<file path="src/design/tbss_pkg.sv">
`timescale 1ns / 1ps

package tbss_pkg;

    localparam int MASK_BITS = 64;
    localparam logic [63:0] MASK_KEEP = ~64'd0 >> (64 - MASK_BITS);

    localparam int TIME_W = 32;
    localparam int CFG_W  = 16;
    localparam int FAIL_W = 8;
    localparam int CFG_IDX_W = 2;

    localparam int S_TDATA_W = 168;
    localparam int S_TUSER_W = 4;
    localparam int M_TDATA_W = 144;

    localparam logic [TIME_W-1:0] KEEP_MIN_MS = 32'd1000;
    localparam logic [TIME_W-1:0] KEEP_MAX_MS = 32'd4000;
    localparam logic [FAIL_W-1:0] FAIL_LIMIT  = 8'd3;
    localparam logic [FAIL_W-1:0] FAIL_SAT    = 8'd255;
    localparam logic [TIME_W-1:0] TALLY_TIME_RESET = 32'd0 - 32'd10000;
    localparam logic [CFG_W-1:0]  BURST_LEN_RESET  = 16'd500;
    localparam logic [CFG_W-1:0]  BURST_GAP_RESET  = 16'd50;

    localparam logic PKT_TALLY = 1'b0;
    localparam logic PKT_SLEEP = 1'b1;

    typedef enum logic [1:0] {
        OP_TICK   = 2'd0,
        OP_UPDATE = 2'd1,
        OP_STATUS = 2'd2
    } t_op;

    typedef enum logic [CFG_IDX_W-1:0] {
        CFG_SLEEP     = 2'd0,
        CFG_BURST_LEN = 2'd1,
        CFG_BURST_GAP = 2'd2
    } t_cfg_idx;

    typedef struct packed {
        logic              kind;
        logic [63:0]       prog;
        logic [63:0]       preview;
        logic [CFG_W-1:0]  sleep_len;
        logic              last;
    } t_pkt;

    // wrapping time compare: a is earlier than b
    function automatic logic is_before(input logic [TIME_W-1:0] a,
                                       input logic [TIME_W-1:0] b);
        logic [TIME_W-1:0] d;
        d = a - b;
        return d[TIME_W-1];
    endfunction

endpackage

</file>
<file path="src/design/tally_burst_sleep_scheduler_top.sv">
`timescale 1ns / 1ps

// Tally burst / sleep scheduler.
// Input stream: one beat per item (loop tick, tally update, send status), each with its
// millisecond timestamp. Output stream: tally packets (tuser 0) carrying the program and
// preview masks, and sleep packets (tuser 1) carrying the sleep time; tlast marks the
// final packet caused by an item. An item can cause zero, one or two packets.
// Configuration: i_cfg_we with i_cfg_idx selects sleep length (0), burst length (1) or
// burst gap (2); write only while the block is idle.
// An accepted beat is evaluated while it sits in the input register, and its first packet
// is loaded into the result register when the evaluation stage fires.
// Throughput: one item per cycle while items cause at most one packet and the receiver
// takes each beat; a two-packet item holds the two-entry result register for two beats.
// The evaluation stage fires only when the result register is empty or its last beat
// leaves in the same cycle.
// Reset (synchronous, active low) clears scheduler state (last tally time to -10000 ms),
// sets the burst length to 500 ms, the gap to 50 ms, sleep to 0 and empties both registers.
// When the receiver stalls, the result register holds its beat, the evaluation stage
// waits and o_s_axis_tready drops once the input register is full.

module tally_burst_sleep_scheduler_top import tbss_pkg::*; (
    input  logic                  i_clk,
    input  logic                  i_rst_n,
    // now_ms[31:0], program_mask[95:32], preview_mask[159:96], send_ok[160], zero pad
    input  logic [S_TDATA_W-1:0]  i_s_axis_tdata,
    // op[1:0], set_program[2], set_preview[3]
    input  logic [S_TUSER_W-1:0]  i_s_axis_tuser,
    input  logic                  i_s_axis_tvalid,
    output logic                  o_s_axis_tready,
    // out_program[63:0], out_preview[127:64], out_sleep_ms[143:128]
    output logic [M_TDATA_W-1:0]  o_m_axis_tdata,
    // packet_kind
    output logic                  o_m_axis_tuser,
    output logic                  o_m_axis_tlast,
    output logic                  o_m_axis_tvalid,
    input  logic                  i_m_axis_tready,
    input  logic                  i_cfg_we,
    input  logic [CFG_IDX_W-1:0]  i_cfg_idx,
    input  logic [CFG_W-1:0]      i_cfg_wdata
);

    // configuration
    logic [CFG_W-1:0] r_sleep, r_len, r_gap;

    // input register
    logic              r_in_v;
    logic [1:0]        r_op;
    logic [TIME_W-1:0] r_now;
    logic [63:0]       r_prog_in, r_prev_in;
    logic              r_set_prog, r_set_prev, r_send_ok;

    // scheduler state
    logic [63:0]       r_cur_program, r_cur_preview, r_snap_program, r_snap_preview;
    logic              r_burst_on, r_pending, r_was_bursting;
    logic [TIME_W-1:0] r_burst_end, r_next_send, r_wake_time, r_last_tally;
    logic [FAIL_W-1:0] r_fail_run;

    logic [63:0]       n_cur_program, n_cur_preview, n_snap_program, n_snap_preview;
    logic              n_burst_on, n_pending, n_was_bursting;
    logic [TIME_W-1:0] n_burst_end, n_next_send, n_wake_time, n_last_tally;
    logic [FAIL_W-1:0] n_fail_run;

    // result register
    t_pkt       r_pk0, r_pk1, n_pk0, n_pk1;
    logic [1:0] r_cnt, n_cnt;

    logic s_hs, m_hs, fire;
    logic burst_dead, active, bt_send, sleep_emit, tick_go, fail_hit, keep_hit, upd_ok;
    logic [TIME_W-1:0] ns1, ns2, win, win_raw;
    logic [CFG_W:0]    win_sum;
    logic [63:0]       upd_program, upd_preview;
    t_pkt              cur_pk, snap_pk, sleep_pk;

    assign s_hs = i_s_axis_tvalid && o_s_axis_tready;
    assign m_hs = o_m_axis_tvalid && i_m_axis_tready;
    assign fire = r_in_v && ((r_cnt == 2'd0) || ((r_cnt == 2'd1) && m_hs));
    assign o_s_axis_tready = !r_in_v || fire;

    assign o_m_axis_tvalid = (r_cnt != 2'd0);
    assign o_m_axis_tdata  = {r_pk0.sleep_len, r_pk0.preview, r_pk0.prog};
    assign o_m_axis_tuser  = r_pk0.kind;
    assign o_m_axis_tlast  = r_pk0.last;

    // burst timing
    assign burst_dead = !is_before(r_now, r_burst_end);
    assign active     = r_burst_on && !burst_dead;
    assign bt_send    = active && !is_before(r_now, r_next_send);
    assign ns1        = r_next_send + {16'd0, r_gap};
    assign ns2        = is_before(ns1, r_now) ? r_now : ns1;
    assign sleep_emit = r_was_bursting && !active && (r_sleep != '0);
    // a fresh sleep always pushes the wake time past now
    assign tick_go    = !active && !sleep_emit && !is_before(r_now, r_wake_time);
    assign fail_hit   = (r_fail_run >= FAIL_LIMIT);
    assign upd_ok     = !is_before(r_now, r_wake_time);

    // keepalive window clamp
    assign win_sum  = {1'b0, r_sleep} + {1'b0, r_len};
    assign win_raw  = {15'd0, win_sum};
    assign win      = (win_raw > KEEP_MAX_MS) ? KEEP_MAX_MS :
                      (win_raw < KEEP_MIN_MS) ? KEEP_MIN_MS : win_raw;
    assign keep_hit = ((r_now - r_last_tally) > win);

    assign upd_program = r_set_prog ? (r_prog_in & MASK_KEEP) : r_cur_program;
    assign upd_preview = r_set_prev ? (r_prev_in & MASK_KEEP) : r_cur_preview;

    assign cur_pk   = '{kind: PKT_TALLY, prog: r_cur_program, preview: r_cur_preview,
                        sleep_len: '0, last: 1'b0};
    assign snap_pk  = '{kind: PKT_TALLY, prog: r_snap_program, preview: r_snap_preview,
                        sleep_len: '0, last: 1'b0};
    assign sleep_pk = '{kind: PKT_SLEEP, prog: '0, preview: '0,
                        sleep_len: r_sleep, last: 1'b0};

    always_comb begin
        n_cur_program  = r_cur_program;
        n_cur_preview  = r_cur_preview;
        n_snap_program = r_snap_program;
        n_snap_preview = r_snap_preview;
        n_burst_on     = r_burst_on;
        n_pending      = r_pending;
        n_was_bursting = r_was_bursting;
        n_burst_end    = r_burst_end;
        n_next_send    = r_next_send;
        n_wake_time    = r_wake_time;
        n_last_tally   = r_last_tally;
        n_fail_run     = r_fail_run;
        n_pk0          = cur_pk;
        n_pk1          = cur_pk;
        n_cnt          = 2'd0;
        case (t_op'(r_op))
            OP_TICK: begin
                if (r_burst_on && burst_dead) begin
                    n_burst_on = 1'b0;
                end
                if (bt_send) begin
                    n_next_send = ns2;
                    n_pk0       = snap_pk;
                    n_cnt       = 2'd1;
                end
                if (sleep_emit) begin
                    n_pk0       = sleep_pk;
                    n_cnt       = 2'd1;
                    n_wake_time = r_now + {16'd0, r_sleep};
                end
                n_was_bursting = active;
                if (tick_go) begin
                    if (fail_hit) begin
                        n_fail_run = '0;
                    end
                    // pending flush, forced resync or keepalive all start a burst
                    if (r_pending || fail_hit || keep_hit) begin
                        n_pending      = 1'b0;
                        n_last_tally   = r_now;
                        n_snap_program = r_cur_program;
                        n_snap_preview = r_cur_preview;
                        n_burst_on     = 1'b1;
                        n_burst_end    = r_now + {16'd0, r_len};
                        n_next_send    = r_now + {16'd0, r_gap};
                        n_pk0          = cur_pk;
                        n_cnt          = (r_pending && fail_hit) ? 2'd2 : 2'd1;
                    end
                end
            end
            OP_UPDATE: begin
                n_cur_program = upd_program;
                n_cur_preview = upd_preview;
                if (upd_ok) begin
                    n_pending      = 1'b0;
                    n_last_tally   = r_now;
                    n_snap_program = upd_program;
                    n_snap_preview = upd_preview;
                    n_burst_on     = 1'b1;
                    n_burst_end    = r_now + {16'd0, r_len};
                    n_next_send    = r_now + {16'd0, r_gap};
                    n_pk0          = '{kind: PKT_TALLY, prog: upd_program,
                                       preview: upd_preview, sleep_len: '0, last: 1'b0};
                    n_cnt          = 2'd1;
                end else begin
                    n_pending = 1'b1;
                end
            end
            OP_STATUS: begin
                if (r_send_ok) begin
                    n_fail_run = '0;
                end else if (r_fail_run < FAIL_SAT) begin
                    n_fail_run = r_fail_run + 8'd1;
                end
            end
            default: begin
            end
        endcase
        n_pk0.last = (n_cnt == 2'd1);
        n_pk1.last = 1'b1;
    end

    // configuration registers
    always_ff @(posedge i_clk) begin
        if (!i_rst_n) begin
            r_sleep <= '0;
            r_len   <= BURST_LEN_RESET;
            r_gap   <= BURST_GAP_RESET;
        end else if (i_cfg_we) begin
            case (t_cfg_idx'(i_cfg_idx))
                CFG_SLEEP:     r_sleep <= i_cfg_wdata;
                CFG_BURST_LEN: r_len   <= i_cfg_wdata;
                CFG_BURST_GAP: r_gap   <= i_cfg_wdata;
                default: begin
                end
            endcase
        end
    end

    // input register
    always_ff @(posedge i_clk) begin
        if (!i_rst_n) begin
            r_in_v <= 1'b0;
        end else if (s_hs) begin
            r_in_v <= 1'b1;
        end else if (fire) begin
            r_in_v <= 1'b0;
        end
    end

    always_ff @(posedge i_clk) begin
        if (s_hs) begin
            r_now      <= i_s_axis_tdata[31:0];
            r_prog_in  <= i_s_axis_tdata[95:32];
            r_prev_in  <= i_s_axis_tdata[159:96];
            r_send_ok  <= i_s_axis_tdata[160];
            r_op       <= i_s_axis_tuser[1:0];
            r_set_prog <= i_s_axis_tuser[2];
            r_set_prev <= i_s_axis_tuser[3];
        end
    end

    // scheduler state
    always_ff @(posedge i_clk) begin
        if (!i_rst_n) begin
            r_cur_program  <= '0;
            r_cur_preview  <= '0;
            r_snap_program <= '0;
            r_snap_preview <= '0;
            r_burst_on     <= 1'b0;
            r_pending      <= 1'b0;
            r_was_bursting <= 1'b0;
            r_burst_end    <= '0;
            r_next_send    <= '0;
            r_wake_time    <= '0;
            r_last_tally   <= TALLY_TIME_RESET;
            r_fail_run     <= '0;
        end else if (fire) begin
            r_cur_program  <= n_cur_program;
            r_cur_preview  <= n_cur_preview;
            r_snap_program <= n_snap_program;
            r_snap_preview <= n_snap_preview;
            r_burst_on     <= n_burst_on;
            r_pending      <= n_pending;
            r_was_bursting <= n_was_bursting;
            r_burst_end    <= n_burst_end;
            r_next_send    <= n_next_send;
            r_wake_time    <= n_wake_time;
            r_last_tally   <= n_last_tally;
            r_fail_run     <= n_fail_run;
        end
    end

    // result register, up to two beats
    always_ff @(posedge i_clk) begin
        if (!i_rst_n) begin
            r_cnt <= 2'd0;
        end else if (fire) begin
            r_cnt <= n_cnt;
        end else if (m_hs) begin
            r_cnt <= r_cnt - 2'd1;
        end
    end

    always_ff @(posedge i_clk) begin
        if (fire) begin
            r_pk0 <= n_pk0;
            r_pk1 <= n_pk1;
        end else if (m_hs) begin
            r_pk0 <= r_pk1;
        end
    end

endmodule

</file>
<file path="config.mk">
export PLATFORM = sky130hd
export DESIGN_NAME = tally_burst_sleep_scheduler_top
export DESIGN_NICKNAME = d
export VERILOG_FILES = /design/src/design/tbss_pkg.sv /design/src/design/tally_burst_sleep_scheduler_top.sv
export SDC_FILE = /design/constraint.sdc
export NUM_CORES = 2
export LEC_CHECK = 0
export CORE_ASPECT_RATIO = 0.7
export CORE_MARGIN = 10
export CORE_UTILIZATION = 30
export CTS_BUF_LIST = sky130_fd_sc_hd__clkbuf_8 sky130_fd_sc_hd__clkbuf_16
export DETAILED_ROUTE_END_ITERATION = 16
export DONT_BUFFER_PORTS = 1
export GPL_TIMING_DRIVEN = 0
export MAX_ROUTING_LAYER = met4
export PLACE_DENSITY_LB_ADDON = 0.2
export SLEW_MARGIN = 10
export SYNTH_ARGS = -nofsm -noshare
export SYNTH_HDL_FRONTEND = slang
export SYNTH_SLANG_ARGS = --single-unit
</file>
<file path="constraint.sdc">
create_clock -name i_clk -period 7.3 [get_ports i_clk]
set_input_delay 0.73 -clock i_clk [delete_from_list [all_inputs] [get_ports i_clk]]
set_output_delay 0.73 -clock i_clk [all_outputs]
set_load 0.01 [all_outputs]
</file>
**Word-level counts from Yosys, hierarchy flattened**

Index checks and enable logic that the tools add are counted.

- Flip-flop bits (word level): 885
- Latch bits: 0
- Bits in writable memories: 0
- ROM bits: 0
- Bits of input ports: 195
- Output and inout bits: 148
- Word-level logic and storage cells: 159
- Memories kept: 0

- Add/subtract/negate cells: 12
- Multipliers: 0
- Divide/modulo/power cells: 0
- Magnitude comparators: 5
- Eq/ne operators: 11
- Shift-type cells: 0
- Muxes and demuxes: 59
- Bitwise logic cells: 0
- Reductions and logical operators: 41

Operators by type and width:

| operator | number |
|---|---|
| $mux W146 | 5 |
| $mux W64 | 8 |
| $mux W32 | 11 |
| $pmux W146 S2 | 1 |
| $mux W145 | 2 |
| $pmux W64 S2 | 2 |
| $pmux W32 S2 | 3 |
| $sub A32 B32 Y32 | 5 |
| $add A32 B16 Y32 | 4 |
| $mux W17 | 2 |
| $gt A32 B17 Y1 | 1 |
| $mux W8 | 4 |
| $add A16 B16 Y17 | 1 |
| $gt A17 B12 Y1 const B | 1 |
| $lt A17 B10 Y1 const B | 1 |
| $pmux W8 S2 | 1 |
| $reduce_bool A16 Y1 | 1 |
| $logic_and A1 B1 Y1 | 12 |
| $mux W2 | 6 |
| $mux W1 | 11 |
| $reduce_and A2 Y1 | 5 |
| $reduce_and A5 Y1 | 2 |
| $reduce_bool A2 Y1 | 5 |
| $add A8 B1 Y8 const B | 1 |
| 14 further kinds | 33 |

**Depth between registers and ports, before layout**

- Depth in word-level cells: 12
- Mapped depth: 30

**Worst setup path after synthesis**

Ideal clock, no wire load.

- Path type: register to register
- Start: register r_sleep[0]
- End: register r_pk0, in the netlist o_m_axis_tlast (data pin)
- Setup time: 0.265 ns
- Arrival time: 5.578 ns
- Data required time: 7.035 ns
- Path slack: 1.456 ns
- Stages on the path, launching flop included: 28
- Path buffers: 1
- Clock period less this slack: 5.844 ns
- Cells stage by stage: dfxtp_1 -> ha_1 -> inv_1 -> fa_1 -> nor2b_1 -> o21ai_0 -> a21boi_0 -> o21ai_0 -> nand2b_1 -> a31oi_1 -> o21ai_0 -> xor2_1 -> o2111a_1 -> nor4_1 -> or3b_2 -> ha_1 -> nor2b_1 -> o21ai_0 -> a311o_1 -> a31o_2 -> nand4_1 -> a211oi_1 -> nand4_1 -> or4b_1 -> buf_2 -> and2_4 -> o311a_1 -> or3_1

- Cells in the longest elaborated chain, start to end: 11
- Elaborated cells on any way between the ends: 18
- Those cells by class: add/sub (1); order compare (3); eq/ne (1); mux (7); reduce/logical (6)

RTL lines:

| what | RTL line | text |
|---|---|---|
| start, declared | tally_burst_sleep_scheduler_top.sv:43 | `logic [CFG_W-1:0] r_sleep, r_len, r_gap;` |
| start signal, assigned | tally_burst_sleep_scheduler_top.sv:203 | `CFG_SLEEP: r_sleep <= i_cfg_wdata;` |
| $add A16 B16 Y17 | tally_burst_sleep_scheduler_top.sv:97 | `assign win_sum = {1'b0, r_sleep} + {1'b0, r_len};` |
| $lt A17 B10 Y1 | tally_burst_sleep_scheduler_top.sv:100 | `(win_raw < KEEP_MIN_MS) ? KEEP_MIN_MS : win_raw;` |
| $mux W17 | tally_burst_sleep_scheduler_top.sv:100 |  |
| $mux W17 | tally_burst_sleep_scheduler_top.sv:99 | `assign win = (win_raw > KEEP_MAX_MS) ? KEEP_MAX_MS :` |
| $gt A32 B17 Y1 | tally_burst_sleep_scheduler_top.sv:101 | `assign keep_hit = ((r_now - r_last_tally) > win);` |
| $logic_or A1 B1 Y1 | tally_burst_sleep_scheduler_top.sv:150 | `if (r_pending \|\| fail_hit \|\| keep_hit) begin` |
| $mux W2 | tally_burst_sleep_scheduler_top.sv:150 |  |
| $mux W2 * | tally_burst_sleep_scheduler_top.sv:145 | `if (tick_go) begin` |
| $pmux W2 S2 * | tally_burst_sleep_scheduler_top.sv:129 | `case (t_op'(r_op))` |
| $eq A2 B1 Y1 * | tally_burst_sleep_scheduler_top.sv:191 | `n_pk0.last = (n_cnt == 2'd1);` |
| $mux W146 * | tally_burst_sleep_scheduler_top.sv:278 | `if (fire) begin` |
| end signal, assigned | tally_burst_sleep_scheduler_top.sv:279 | `r_pk0 <= n_pk0;` |
| end signal, assigned | tally_burst_sleep_scheduler_top.sv:282 | `r_pk0 <= r_pk1;` |
| end, declared | tally_burst_sleep_scheduler_top.sv:64 | `t_pkt r_pk0, r_pk1, n_pk0, n_pk1;` |

Every way passes the cells marked *; elsewhere a longest branch is shown, timed or not.
A chain may end at the register's enable or synchronous reset.

**Worst setup path in the final report**

- Start: register r_gap[0]
- End: register r_next_send[18]

- Cells in the longest elaborated chain, start to end: 7
- Elaborated cells on any way between the ends: 9
- Those cells by class: add/sub (3); mux (6)

RTL lines:

| what | RTL line | text |
|---|---|---|
| start, declared | tally_burst_sleep_scheduler_top.sv:43 |  |
| start signal, assigned | tally_burst_sleep_scheduler_top.sv:205 | `CFG_BURST_GAP: r_gap <= i_cfg_wdata;` |
| $add A32 B16 Y32 | tally_burst_sleep_scheduler_top.sv:88 | `assign ns1 = r_next_send + {16'd0, r_gap};` |
| $sub A32 B32 Y32 | tbss_pkg.sv:52 | `d = a - b;` |
| $mux W32 | tally_burst_sleep_scheduler_top.sv:89 | `assign ns2 = is_before(ns1, r_now) ? r_now : ns1;` |
| $mux W32 | tally_burst_sleep_scheduler_top.sv:134 | `if (bt_send) begin` |
| $mux W32 | tally_burst_sleep_scheduler_top.sv:150 |  |
| $mux W32 | tally_burst_sleep_scheduler_top.sv:145 |  |
| $pmux W32 S2 * | tally_burst_sleep_scheduler_top.sv:129 |  |
| end signal, assigned | tally_burst_sleep_scheduler_top.sv:259 | `r_next_send <= n_next_send;` |
| end, declared | tally_burst_sleep_scheduler_top.sv:55 | `logic [TIME_W-1:0] r_burst_end, r_next_send, r_wake_time, r_last_tally;` |

Every way passes the cells marked *; elsewhere a longest branch is shown, timed or not. The select of a mux whose other input is x is not followed.

==> flow_summary.json <==
{
  "tightest_slew_ps": 1299,
  "p_sw_mw": 4.010,
  "pwr-share-clk_pct": 40.0,
  "pwr-share-comb_pct": 14.7,
  "wirelength_mm": 175.3,
  "async_flop_share_pct": 0,
  "powerDensity_nw_per_um2": 261.9,
  "io_buffers": 0,
  "setup-violations-final": 0,
  "drt_iter0_drc": 3564,
  "multi_input_area_um2": 21080,
  "path_clk_slew_ps": 70,
  "crit_fanout": 5,
  "yosys-top-cells-area": "edfxtp_1, dfxtp_1, ha_1",
  "cp.required_ps": 7940,
  "slew_violations": 0,
  "synth_top_area_share_pct": 29.30,
  "cts_made_buffers": 97,
  "vias_per_cell": 5.439,
  "num_io_pins": 343,
  "die_h_um": 344,
  "fp.dieW_um": 482.9,
  "gp_congestion": 0.9157,
  "ir_drop_uv": 172.8,
  "num_rows": 118,
  "drive_above_1_share_pct": 7.157,
  "yosysWarnings": 0,
  "vias": 37550,
  "critPathSlowestCell": "a2111oi_0",
  "final_antenna_net_count": 0,
  "drc_errors": 0,
  "cp_cell_sequence": "ha_1 -> fa_1 -> a211o_1 -> a211o_1 -> a211oi_1 -> a21oi_1 -> a21bo_2 -> a21oi_1 -> xnor2_1 -> ha_1 -> nand3_1 -> a21boi_0 -> o21ai_0 -> a2111oi_0 -> a211o_1 -> nor3_1 -> o21ai_1 -> nand3_1 -> a2111oi_0 -> o21ai_0 -> o2111a_1",
  "synth_cell_types": 92,
  "seq_power_share_pct": 45.3,
  "dp_cells": 6699,
  "grt_max_degree": 71,
  "grt_pass1_wl_mm": 251.4,
  "netlist_instances": 4708,
  "timing.fmax_mhz": 139.1,
  "ys.flop_type": "dfxtp_1",
  "path_common_cell": "a211o_1",
  "maxCapViolations": 0,
  "critical_path.max_stage_delay_ps": 720,
  "netlist_area_um2": 44990,
  "nets": 5273,
  "layout_min_cycle_time_ps": 7190,
  "synth-seq-cells": 885,
  "p_int_mw": 9.443,
  "fin_cells": 6904,
  "dp_slack_ps": -644.4,
  "slew_headroom_pct": 13.40,
  "initial_core_util_pct": 30.32,
  "cts_tree": "built",
  "min_path_type": "input pin to flop",
  "grt_use_total_pct": 20.84,
  "outcome": "finished clean",
  "power.total_mw": 13.45,
  "fill_cells": 15130,
  "root_buffer": "clkbuf_16",
  "drt-pass1-iter-count": 5,
  "areaGrowthSynthToFinish_pct": 14.18,
  "worst_setup_path_start_kind": "flop",
  "min_period_over_period_pct": 98.49,
  "synth_edf_count": 439,
  "htreeDepth": 3,
  "overflow": 0,
  "utilization_pct": 34.62,
  "swShare_pct": 29.80,
  "die_area_um2": 166100,
  "cts.sinks": 885,
  "end_kind": "flop",
  "insertion_delay_ps": 750,
  "syn_avg_cell_area_um2": 9.556,
  "hpwl_mm": 129.6,
  "core_um2": 148400,
  "cp.arrival_ps": 7830,
  "cts.path.max_buffers": 3,
  "regArea_um2": 22120,
  "grt_pass1_vias": 35160,
  "ctsHoldBuffers": 0,
  "ys_seq_area_share_pct": 49.15,
  "skew_ps": 37.95,
  "wl_per_cell_um": 25.39,
  "p_leak_nw": 17.80,
  "finalHoldViolCount": 0,
  "synth_largest_area_cell": "edfxtp_1",
  "layout_setup_ws_ps": 110.0,
  "critical_path_class": "flop to flop",
  "antenna_found_initial": 40
}
power by group through the flow:
| stage | registers, mW | logic, mW | clock network, mW |
|---|---|---|---|
| finish | 6.09 | 1.98 | 5.38 |
| detailed placement | 6.21 | 1.94 | 0 |
| global placement | 6.29 | 1.89 | 0 |
| floorplan | 6.06 | 1.26 | 0 |
| CTS | 6.11 | 1.96 | 5.51 |
| global route | 6.13 | 2.18 | 5.69 |
layer usage:
layer  vias up  share of wire (%)  track usage, %
met1     18430                 49           30.54
met4         0                2.3           4.685
met5         -                  0               -
met2      1337                 41           28.61
met3       209                7.8           5.040
li1      17570                  -               -
cell type report:
type / count / area share (%)
Clock inverter: 74 / 1.581
Buffer: 294 / 2.372
Timing Repair Buffer: 10 / 0.4287
Tap cell: 1980 / 4.823
Sequential cell: 885 / 43.05
Clock buffer: 108 / 5.108
Antenna cell: 20 / 0.09743
Inverter: 204 / 1.500
Multi-Input combinational cell: 3329 / 41.04
kinds of logic (layout without fill, tap and decap cells):
| family | after synthesis | count (layout) | synth area share [%] |
|---|---|---|---|
| muxes | 67 | 67 | 1.630 |
| adders and majority gates | 257 | 257 | 7.248 |
| AOI/OAI and AO/OA | 1264 | 1264 | 19.58 |
| xor gates and xnor gates | 131 | 131 | 2.550 |
| other | 1 | 25 | 0.008335 |
| and+or+nand+nor | 1605 | 1605 | 15.52 |
| buffers and inverters | 498 | 690 | 4.311 |
| DFF | 885 | 885 | 49.15 |
placed cells by master (no fill, tap or decap), drive strengths merged, types with 13 or more instances in the layout:
cell type,count
a21o,40
nor4,20
ha,251
buf,67
inv,217
nor2,391
a22oi,114
nand4,31
nand3,204
nand2b,19
clkbuf,345
a221o,80
nand2,740
o211ai,46
diode,20
dfxtp,446
edfxtp,439
a221oi,13
and3,22
clkinv,41
a21oi,366
a211oi,41
a2bb2oi,50
xor2,25
o21ai,177
nor3,53
a32oi,17
a311oi,135
o21a,36
and2,23
mux2,50
a21boi,13
bufinv,14
xnor2,106
a31oi,28
nor2b,26
mux2i,17
or3,26
worst paths after layout:
kind	from	end	slack (ps)	cells after the start
max reg2reg	r_gap[0]	r_next_send[18]	110	21
min reg2reg	r_burst_end[12]	r_burst_end[12]	450	2
max	r_gap[0]	r_next_send[18]	110	21
min	i_s_axis_tdata[103]	r_prev_in[7]	80	0
metrics by stage:
step | hold slack [ps] | setup TNS (ps) | area [um^2]
2_1_floorplan | 431.9 | 0 | 45000
5_1_grt | 22.88 | -114.7 | 51360
4_1_cts | 15.78 | 0 | 51190
3_3_place_gp | 442.9 | -1382790 | 47480
6_report | 80.68 | 0 | 51370
3_5_place_dp | 443.7 | -72050 | 47690
Yosys cell counts, types with 10 or more instances:
master	number
nand2_1	740
dfxtp_1	446
edfxtp_1	439
nor2_1	391
a21oi_1	364
ha_1	251
clkbuf_1	243
nand3_1	204
inv_1	197
o21ai_0	168
a311oi_1	135
a22oi_1	114
xnor2_1	106
a221o_1	80
nor3_1	52
a2bb2oi_1	50
mux2_2	50
o211ai_1	45
a211oi_1	41
buf_2	41
a21o_1	40
o21a_1	35
nand4_1	31
a31oi_1	26
nor2b_1	26
or3_1	26
xor2_1	25
and2_1	22
and3_1	22
nand2b_1	19
nor4_1	19
a32oi_1	17
mux2i_1	17
a221oi_1	11
o221a_2	10
or2_2	10
flip-flops by register name, indices dropped and copies added, names as in the netlist, 2 cells and up:
name and cells:
r_cur_preview 64, r_wake_time 32, r_sleep 16, r_last_tally 32, r_next_send 32, r_prev_in 64, r_fail_run 8, r_burst_end 32
r_len 16, r_gap 16, r_op 2, r_prog_in 64, r_now 32, o_m_axis_tdata 144, r_snap_program 64, r_snap_preview 64
r_cur_program 64, r_pk1 128, r_cnt 2
worst max-delay path: cells and delay by family, from the launching register on:
family | cells | cell delay [ps]
compound gates | 14 | 4890
fa+ha+maj | 3 | 1100
simple gates | 3 | 570
flops | 1 | 340
xor+xnor | 1 | 170
repair_timing:
| action | CTS | global route |
|---|---|---|
| endpoints found under the setup margin | 224 | 226 |
| pin swaps | 1 | 3 |
| gates cloned | 0 | 0 |
| setup buffers | 2 | 1 |
| gates resized for setup | 10 | 69 |
(Power assumes the default switching activity.)
